==> src/design/hpsf_pkg.sv <==
package hpsf_pkg;

    // Command carried with each input beat.
    typedef enum logic [1:0] {
        FUNC_POLL     = 2'd0,
        FUNC_SHUTDOWN = 2'd1,
        FUNC_CYCLE    = 2'd2,
        FUNC_NOTIFY   = 2'd3
    } t_func;

    // Reported status codes.
    localparam logic [2:0] ST_UNKNOWN   = 3'd0;
    localparam logic [2:0] ST_OFF       = 3'd1;
    localparam logic [2:0] ST_BOOTING   = 3'd2;
    localparam logic [2:0] ST_BOOT_SLOW = 3'd3;
    localparam logic [2:0] ST_RUNNING   = 3'd4;
    localparam logic [2:0] ST_HALTING   = 3'd5;
    localparam logic [2:0] ST_HALT_SLOW = 3'd6;
    localparam logic [2:0] ST_HALTED    = 3'd7;

    // Power command codes.
    localparam logic [1:0] PCMD_NONE    = 2'd0;
    localparam logic [1:0] PCMD_ENABLE  = 2'd1;
    localparam logic [1:0] PCMD_DISABLE = 2'd2;

    // Configuration port.
    localparam int          APB_AW          = 3;
    localparam int          APB_DW          = 32;
    localparam int          TIMEOUT_W       = 24;
    localparam logic        REG_FAILSAFE    = 1'b0;
    localparam logic [23:0] TIMEOUT_RESET   = 24'd60000;

    // Stream widths.
    localparam int IN_DATA_W  = 40;
    localparam int IN_USER_W  = 2;
    localparam int OUT_DATA_W = 16;

    typedef struct packed {
        t_func       func;
        logic [31:0] now_ms;
        logic        host_alive;
        logic        power_present;
        logic        auto_power;
    } t_item;

    typedef struct packed {
        logic [2:0] status;
        logic       shutdown_line;
        logic [1:0] power_command;
        logic       power_off_event;
        logic       notify_armed;
        logic       stable;
    } t_result;

endpackage

==> src/design/hpsf_cfg.sv <==
module hpsf_cfg (
    input  logic                                  i_clk,
    input  logic                                  i_rst_n,
    input  logic                                  psel,
    input  logic                                  penable,
    input  logic                                  pwrite,
    input  logic [hpsf_pkg::APB_AW-1:0]           paddr,
    input  logic [hpsf_pkg::APB_DW-1:0]           pwdata,
    output logic [hpsf_pkg::APB_DW-1:0]           prdata,
    output logic                                  pready,
    output logic [hpsf_pkg::TIMEOUT_W-1:0]        o_timeout
);

    logic [hpsf_pkg::TIMEOUT_W-1:0] r_timeout;
    logic                           w_sel_failsafe;

    assign w_sel_failsafe = (paddr[2] == hpsf_pkg::REG_FAILSAFE);
    assign pready         = 1'b1;

    // Register write on the access phase.
    always_ff @(posedge i_clk) begin
        if (!i_rst_n) begin
            r_timeout <= hpsf_pkg::TIMEOUT_RESET;
        end else if (psel && penable && pwrite && w_sel_failsafe) begin
            r_timeout <= pwdata[hpsf_pkg::TIMEOUT_W-1:0];
        end
    end

    // Read mux; addresses beyond the register read as zero.
    always_comb begin
        if (w_sel_failsafe) begin
            prdata = {{(hpsf_pkg::APB_DW - hpsf_pkg::TIMEOUT_W){1'b0}}, r_timeout};
        end else begin
            prdata = '0;
        end
    end

    assign o_timeout = r_timeout;

endmodule

==> src/design/hpsf_core.sv <==
module hpsf_core (
    input  logic                            i_clk,
    input  logic                            i_rst_n,
    input  logic                            i_en,
    input  hpsf_pkg::t_item                 i_item,
    input  logic [hpsf_pkg::TIMEOUT_W-1:0]  i_timeout,
    output hpsf_pkg::t_result               o_result
);

    typedef enum logic [7:0] {
        S_UNKNOWN   = 8'b0000_0001,
        S_OFF       = 8'b0000_0010,
        S_BOOTING   = 8'b0000_0100,
        S_BOOT_SLOW = 8'b0000_1000,
        S_RUNNING   = 8'b0001_0000,
        S_HALTING   = 8'b0010_0000,
        S_HALT_SLOW = 8'b0100_0000,
        S_HALTED    = 8'b1000_0000
    } t_state;

    t_state      r_state, n_state;
    logic [31:0] r_last, n_last;
    logic        r_cycle, n_cycle;
    logic        r_notify, n_notify;
    logic        r_shut, n_shut;

    t_state      w_target;
    logic        w_set;
    logic        w_force_unknown;
    logic        w_timed_out;
    logic [31:0] w_elapsed;
    logic [1:0]  w_pcmd;
    logic        w_event;
    logic [2:0]  w_status;

    // Time since the last status change, wrapping, compared unsigned.
    assign w_elapsed   = i_item.now_ms - r_last;
    assign w_timed_out = w_elapsed > {8'd0, i_timeout};

    // Next-state logic for one beat.
    always_comb begin
        n_state         = r_state;
        n_last          = r_last;
        n_cycle         = r_cycle;
        n_notify        = r_notify;
        n_shut          = r_shut;
        w_target        = r_state;
        w_set           = 1'b0;
        w_force_unknown = 1'b0;
        w_pcmd          = hpsf_pkg::PCMD_NONE;
        w_event         = 1'b0;

        if (i_item.func == hpsf_pkg::FUNC_SHUTDOWN || i_item.func == hpsf_pkg::FUNC_CYCLE) begin
            if (i_item.func == hpsf_pkg::FUNC_CYCLE) begin
                n_cycle = 1'b1;
            end
            if (r_state == S_RUNNING || r_state == S_BOOTING) begin
                w_set    = 1'b1;
                w_target = S_HALTING;
                n_shut   = 1'b1;
            end
        end else if (i_item.func == hpsf_pkg::FUNC_NOTIFY) begin
            n_notify = 1'b1;
        end else if (r_state != S_OFF && !i_item.power_present) begin
            // Power lost: go off, and back to unknown when notification is armed.
            w_set    = 1'b1;
            w_target = S_OFF;
            n_shut   = 1'b0;
            if (r_notify) begin
                w_event         = 1'b1;
                n_notify        = 1'b0;
                w_force_unknown = 1'b1;
            end
        end else begin
            case (r_state)
                S_UNKNOWN: begin
                    // Leaving unknown does not record the time.
                    n_shut = 1'b0;
                    if (i_item.host_alive) begin
                        n_state = S_RUNNING;
                    end else if (i_item.power_present) begin
                        n_state = S_BOOTING;
                    end else begin
                        n_state = S_OFF;
                    end
                end
                S_OFF: begin
                    if (i_item.power_present && !i_item.host_alive) begin
                        w_set    = 1'b1;
                        w_target = S_BOOTING;
                    end else if (i_item.host_alive) begin
                        // Alive without power means the power switch is bypassed.
                        w_set    = 1'b1;
                        w_target = S_RUNNING;
                    end else if (r_cycle) begin
                        w_pcmd   = hpsf_pkg::PCMD_ENABLE;
                        n_cycle  = 1'b0;
                        w_set    = 1'b1;
                        w_target = S_BOOTING;
                    end
                end
                S_RUNNING: begin
                    if (!i_item.host_alive) begin
                        w_set    = 1'b1;
                        w_target = S_HALTED;
                    end
                end
                S_BOOTING: begin
                    if (i_item.host_alive) begin
                        w_set    = 1'b1;
                        w_target = S_RUNNING;
                    end else if (w_timed_out) begin
                        w_set    = 1'b1;
                        w_target = S_BOOT_SLOW;
                    end
                end
                S_BOOT_SLOW: begin
                    if (i_item.host_alive) begin
                        w_set    = 1'b1;
                        w_target = S_RUNNING;
                    end
                end
                S_HALTING: begin
                    if (!i_item.host_alive) begin
                        w_set    = 1'b1;
                        w_target = S_HALTED;
                    end else if (w_timed_out) begin
                        w_set    = 1'b1;
                        w_target = S_HALT_SLOW;
                    end
                end
                S_HALT_SLOW: begin
                    if (!i_item.host_alive) begin
                        w_set    = 1'b1;
                        w_target = S_HALTED;
                    end
                    if (i_item.auto_power) begin
                        w_pcmd = hpsf_pkg::PCMD_DISABLE;
                    end
                end
                default: begin
                    // Halted.
                    n_shut = 1'b0;
                    if (i_item.host_alive) begin
                        w_set    = 1'b1;
                        w_target = S_RUNNING;
                    end
                    if (i_item.auto_power) begin
                        w_pcmd = hpsf_pkg::PCMD_DISABLE;
                    end
                end
            endcase
        end

        // A status change through the normal path records the time.
        if (w_set && w_target != r_state) begin
            n_state = w_target;
            n_last  = i_item.now_ms;
        end
        if (w_force_unknown) begin
            n_state = S_UNKNOWN;
        end
    end

    // State registers advance once per processed beat.
    always_ff @(posedge i_clk) begin
        if (!i_rst_n) begin
            r_state  <= S_UNKNOWN;
            r_last   <= '0;
            r_cycle  <= 1'b0;
            r_notify <= 1'b0;
            r_shut   <= 1'b0;
        end else if (i_en) begin
            r_state  <= n_state;
            r_last   <= n_last;
            r_cycle  <= n_cycle;
            r_notify <= n_notify;
            r_shut   <= n_shut;
        end
    end

    // Encode the one-hot state into the reported status.
    always_comb begin
        case (n_state)
            S_UNKNOWN:   w_status = hpsf_pkg::ST_UNKNOWN;
            S_OFF:       w_status = hpsf_pkg::ST_OFF;
            S_BOOTING:   w_status = hpsf_pkg::ST_BOOTING;
            S_BOOT_SLOW: w_status = hpsf_pkg::ST_BOOT_SLOW;
            S_RUNNING:   w_status = hpsf_pkg::ST_RUNNING;
            S_HALTING:   w_status = hpsf_pkg::ST_HALTING;
            S_HALT_SLOW: w_status = hpsf_pkg::ST_HALT_SLOW;
            S_HALTED:    w_status = hpsf_pkg::ST_HALTED;
            default:     w_status = hpsf_pkg::ST_UNKNOWN;
        endcase
    end

    // Result reflects the state after this beat.
    always_comb begin
        o_result.status          = w_status;
        o_result.shutdown_line   = n_shut;
        o_result.power_command   = w_pcmd;
        o_result.power_off_event = w_event;
        o_result.notify_armed    = n_notify;
        o_result.stable          = !(n_cycle && n_state == S_OFF)
                                   && (n_state == S_RUNNING || n_state == S_OFF);
    end

endmodule

==> src/design/host_power_sequencer_fsm.sv <==
// Host power sequencer.
//
// Input beats arrive on the s_axis channel: tuser carries the command (poll,
// shutdown request, power-cycle request, arm power-off notify) and tdata the
// millisecond time and the host-alive, power-present and auto-power flags.
// Every input beat produces exactly one result beat on m_axis carrying the
// status, the shutdown line level, a power command, the power-off event, the
// notify flag and the stable flag.
//
// A taken beat is held in the input register, decoded against the state by
// the next-state logic, and its result is registered in the result register,
// from which it is offered. One beat is taken per cycle while the result is
// not stalled; the single next-state stage between the input and result
// registers sets that rate. When the receiver stalls, the result register holds
// and the input register absorbs one more beat before s_axis_tready drops.
//
// Reset clears the status to unknown, the stored time and all flags, and sets
// the failsafe timeout to 60000 ms. The user must write it over the APB port
// at byte address 0 while no beat is in flight; the block does not enforce it.
module host_power_sequencer_fsm (
    input  logic                                 i_clk,
    input  logic                                 i_rst_n,
    // Input channel.
    input  logic                                 s_axis_tvalid,
    output logic                                 s_axis_tready,
    // tdata: now_ms[31:0], host_alive[32], power_present[33], auto_power[34].
    input  logic [hpsf_pkg::IN_DATA_W-1:0]       s_axis_tdata,
    // tuser: func[1:0].
    input  logic [hpsf_pkg::IN_USER_W-1:0]       s_axis_tuser,
    // Result channel.
    output logic                                 m_axis_tvalid,
    input  logic                                 m_axis_tready,
    // tdata: status[2:0], shutdown_line[3], power_command[5:4],
    // power_off_event[6], notify_armed[7], stable[8].
    output logic [hpsf_pkg::OUT_DATA_W-1:0]      m_axis_tdata,
    // Configuration port.
    input  logic                                 psel,
    input  logic                                 penable,
    input  logic                                 pwrite,
    input  logic [hpsf_pkg::APB_AW-1:0]          paddr,
    input  logic [hpsf_pkg::APB_DW-1:0]          pwdata,
    output logic [hpsf_pkg::APB_DW-1:0]          prdata,
    output logic                                 pready
);

    logic                           r_in_valid;
    hpsf_pkg::t_item                r_item;
    logic                           r_out_valid;
    hpsf_pkg::t_result              r_res;
    hpsf_pkg::t_result              w_res;
    logic                           w_advance;
    logic                           w_take;
    logic [hpsf_pkg::TIMEOUT_W-1:0] w_timeout;

    // Handshake: the input stage moves on whenever the result register frees.
    assign w_advance     = r_in_valid && (!r_out_valid || m_axis_tready);
    assign s_axis_tready = !r_in_valid || w_advance;
    assign w_take        = s_axis_tvalid && s_axis_tready;

    // Input register.
    always_ff @(posedge i_clk) begin
        if (!i_rst_n) begin
            r_in_valid <= 1'b0;
        end else if (w_take) begin
            r_in_valid <= 1'b1;
        end else if (w_advance) begin
            r_in_valid <= 1'b0;
        end
    end

    always_ff @(posedge i_clk) begin
        if (w_take) begin
            r_item.func          <= hpsf_pkg::t_func'(s_axis_tuser[1:0]);
            r_item.now_ms        <= s_axis_tdata[31:0];
            r_item.host_alive    <= s_axis_tdata[32];
            r_item.power_present <= s_axis_tdata[33];
            r_item.auto_power    <= s_axis_tdata[34];
        end
    end

    hpsf_cfg u_cfg (
        .i_clk     (i_clk),
        .i_rst_n   (i_rst_n),
        .psel      (psel),
        .penable   (penable),
        .pwrite    (pwrite),
        .paddr     (paddr),
        .pwdata    (pwdata),
        .prdata    (prdata),
        .pready    (pready),
        .o_timeout (w_timeout)
    );

    hpsf_core u_core (
        .i_clk     (i_clk),
        .i_rst_n   (i_rst_n),
        .i_en      (w_advance),
        .i_item    (r_item),
        .i_timeout (w_timeout),
        .o_result  (w_res)
    );

    // Result register.
    always_ff @(posedge i_clk) begin
        if (!i_rst_n) begin
            r_out_valid <= 1'b0;
        end else if (w_advance) begin
            r_out_valid <= 1'b1;
        end else if (m_axis_tready) begin
            r_out_valid <= 1'b0;
        end
    end

    always_ff @(posedge i_clk) begin
        if (w_advance) begin
            r_res <= w_res;
        end
    end

    assign m_axis_tvalid = r_out_valid;
    assign m_axis_tdata  = {7'd0, r_res.stable, r_res.notify_armed, r_res.power_off_event,
                            r_res.power_command, r_res.shutdown_line, r_res.status};

endmodule

==> config.mk <==
export PLATFORM = sky130hd
export DESIGN_NAME = host_power_sequencer_fsm
export DESIGN_NICKNAME = d
export VERILOG_FILES = /design/src/design/hpsf_pkg.sv /design/src/design/hpsf_cfg.sv /design/src/design/hpsf_core.sv /design/src/design/host_power_sequencer_fsm.sv
export SDC_FILE = /design/constraint.sdc
export NUM_CORES = 1
export LEC_CHECK = 0
export ABC_AREA = 1
export CORE_ASPECT_RATIO = 0.75
export CORE_MARGIN = 4
export CORE_UTILIZATION = 65
export DETAILED_ROUTE_END_ITERATION = 10
export DONT_BUFFER_PORTS = 1
export PLACE_DENSITY = 0.81
export SYNTH_ARGS = -nofsm -noshare
export SYNTH_HDL_FRONTEND = slang
export SYNTH_SLANG_ARGS = --single-unit
export TNS_END_PERCENT = 10
==> constraint.sdc <==
create_clock -name i_clk -period 4.7 [get_ports i_clk]
set_input_delay 0.47 -clock i_clk [delete_from_list [all_inputs] [get_ports i_clk]]
set_output_delay 0.47 -clock i_clk [all_outputs]
set_load 0.01 [all_outputs]
==> out/results.txt <==
Detailed-router iteration count before antenna repair: 6
Global-route wire length before repair: 29.89 mm
Site row count: 34
Total gr overflow: 0
Clock transition at path regs: 0.06 ns
Share of the synthesized area in the top cell type: 0.1792
Top cell type by total area after synthesis: dfxtp_1
Drt drc: 0
Final Power: 3340 µW
TritonCTS clock tree: yes
Fin. max-slew vios: 0
CTS Sinks: 115
DP Area: 7784 µm²
Synth Warn #: 0
Max Clock Freq: 225.8 MHz
Die area: 13680 µm²
CP max stage cell: edfxtp_1
Post-synth ARST share: 0
Layout area overhead: 10.78%
Crit-path max cell delay: 0.39 ns
Total routed wirelength: 18.93 mm
Power per cell area: 391.2 nW/µm²
Most frequent cell after synthesis: nand2_1
Required time worst endpoint: 4.87 ns
Pin count of the biggest net entering global routing: 61
Final Hold Violating Endpoints: 0
IO Pins: 135
Main area contributors after synthesis: dfxtp_1 18%, edfxtp_1 18%, nand2_1 13%, ha_1 9.3%, inv_1 8.9%
Outcome: finished, final reports clean
Top_reg_cell synth: dfxtp_1
DR iter-0 viols: 580
Layout cells sized above 1: 0.07902
Port bufs: 0
Root Driver: clkbuf_16
Metal2 WL: 7.979 mm
Wl on met1: 8.934 mm
Detailed placer's ending HPWL: 14.08 mm
Post-route clock skew: 0.01140 ns
Setup Viol. Count Final: 0
CTS Buf Count: 17
Worst setup EP type: flop
Place WS: 0.2069 ns
Routed Antenna Nets: 0
Unrepaired setup endpoints after global routing: yes
DR WL met3: 1.843 mm
CP dominant cell by count: nand2_1
Later-pin clock latency in the skew report: 0.42 ns
Cts hold-fix bufs: 0
Vias: 6878
Mapped Cells: 1086
Fin area: 8538 µm²
Crit Path Category: flop to flop
Antenna violations before repair: 0
Flops & latches, synth: 115
CP arrival: 4.59 ns
Fin crit share: 0.9423
Worst Hold Class: input pin to flop
Syn_area_per_cell: 7.097 µm²
Die Span X: 133.7 µm
Count of nets after finishing: 1230
Unique masters post-synth: 44
Commonest cells in the netlist: 263 x nand2_1, 182 x inv_1, 105 x a21oi_1
Slew @ Worst Pin: 0.9019 ns
Number of global-route vias before repair: 6018
Die height: 102.3 µm
Final RePlAce weighted congestion: 0.9380
Core Box Area: 11610 µm²
Number of diodes: 0
H-tree depth: 4
Final worst setup slack: 0.2713 ns
Initial Utilization: 0.6637
Crit start category: flop
DR WL/cell: 14.99 µm
Post-layout min period: 4.429 ns
Max Cap Viol: 0
Gr usage total: 0.2766
Register area share after synthesis: 0.3584
CP max FO: 5
EDFF count, synth: 46
Drt via density: 5.446
Maximum vdd drop: 352.8 µV
Leak: 0.003907 µW
Rel. slew slack: 0.3981
Mapped Area: 7707 µm²
CTS max path bufs: 2
Highest metal used: met4
==> final timing paths <==
path	startpoint	end	slack, ns	cells past startpoint
worst max-delay path	r_item[3]	m_axis_tdata[0]	0.27	32
worst min-delay path	s_axis_tdata[9]	r_item[12]	0.14	0
worst max register to register	r_item[3]	m_axis_tdata[0]	0.27	32
worst min register to register	u_core.r_last[20]	u_core.r_last[20]	0.45	2
==> per-stage QoR <==
| step | util | hold slack (ns) | TNS, ns | std cells |
|---|---|---|---|---|
| 3_5_place_dp | 0.6702 | 0.4478 | 0 | 1228 |
| 3_3_place_gp | 0.6702 | 0.4426 | 0 | 1228 |
| 5_1_grt | 0.7352 | 0.1293 | -0.2115 | 1263 |
| 4_1_cts | 0.7282 | 0.1379 | 0 | 1260 |
| 6_report | 0.7352 | 0.1423 | 0 | 1263 |
| 2_1_floorplan | - | 0.4332 | 0 | 1100 |
==> cell type report <==
cell class                      count  area, µm²
Timing Repair Buffer                9      80.08
Fill cell                         908       3075
Sequential cell                   115       2763
Inverter                          185      694.4
Clock buffer                       19      442.9
Tap cell                          162      202.7
Multi-Input combinational cell    760       4125
Clock inverter                     13      230.2
==> state kept, by name, summed over array words and instances, names as in the netlist <==
signal and flops:
u_core.r_last 32, r_in_valid 1, m_axis_tdata 9, m_axis_tvalid 1
u_core.r_shut 1, u_core.r_cycle 1, u_core.r_state 8, u_core.r_notify 1
r_item 37, u_cfg.o_timeout 24
==> worst max-delay path: cells and delay by family, from the launching register on <==
family	cells	cell delay, ns
buffers and inverters	3	0.21
DFF	1	0.39
and+or+nand+nor	22	2.01
xor gates and xnor gates	1	0.15
AOI/OAI and AO/OA	3	0.62
adders and majority gates	3	0.81
==> kinds of logic after synthesis <==
group                    synth area share
flip-flops                         0.3584
adder cells (fa/ha/maj)           0.09513
other                           0.0009744
AND/OR/NAND/NOR                    0.2534
AO/OA/AOI/OAI                      0.1451
buffers and inverters              0.1208
XOR/XNOR                          0.02614
==> routing by layer <==
layer,vias to the layer above,GRT usage
li1,3480,-
met1,3057,0.3964
met5,-,0
met2,327,0.4206
met3,14,0.07037
met4,0,0.07115
==> layout by cell type (no fill, tap or decap), types with 6 or more instances in the layout <==
cell	instances
nand2_1	259
inv_1	180
a21oi_1	105
nor2_1	93
dfxtp_1	69
ha_1	57
edfxtp_1	46
o21ai_0	42
nand3_1	36
o21ai_1	27
clkbuf_16	17
conb_1	16
xor2_1	14
nand2_2	14
nor3_1	11
nor2_2	11
o211ai_1	11
nor4_1	8
xnor2_1	8
buf_4	8
o21bai_1	7
nand4_1	7
a31oi_1	6
bufinv_16	6
==> report_power, final <==
part | internal (µW) | switching [µW]
Sequential | 1100 | 32.2
Clock | 1010 | 466
Combinational | 252 | 487
==> repair_timing <==
action	4_1_cts	5_1_grt
resized for setup	0	16
setup buffers	0	3
setup endpoints to repair	0	33
Note: power is estimated with default switching activity, not from simulation.
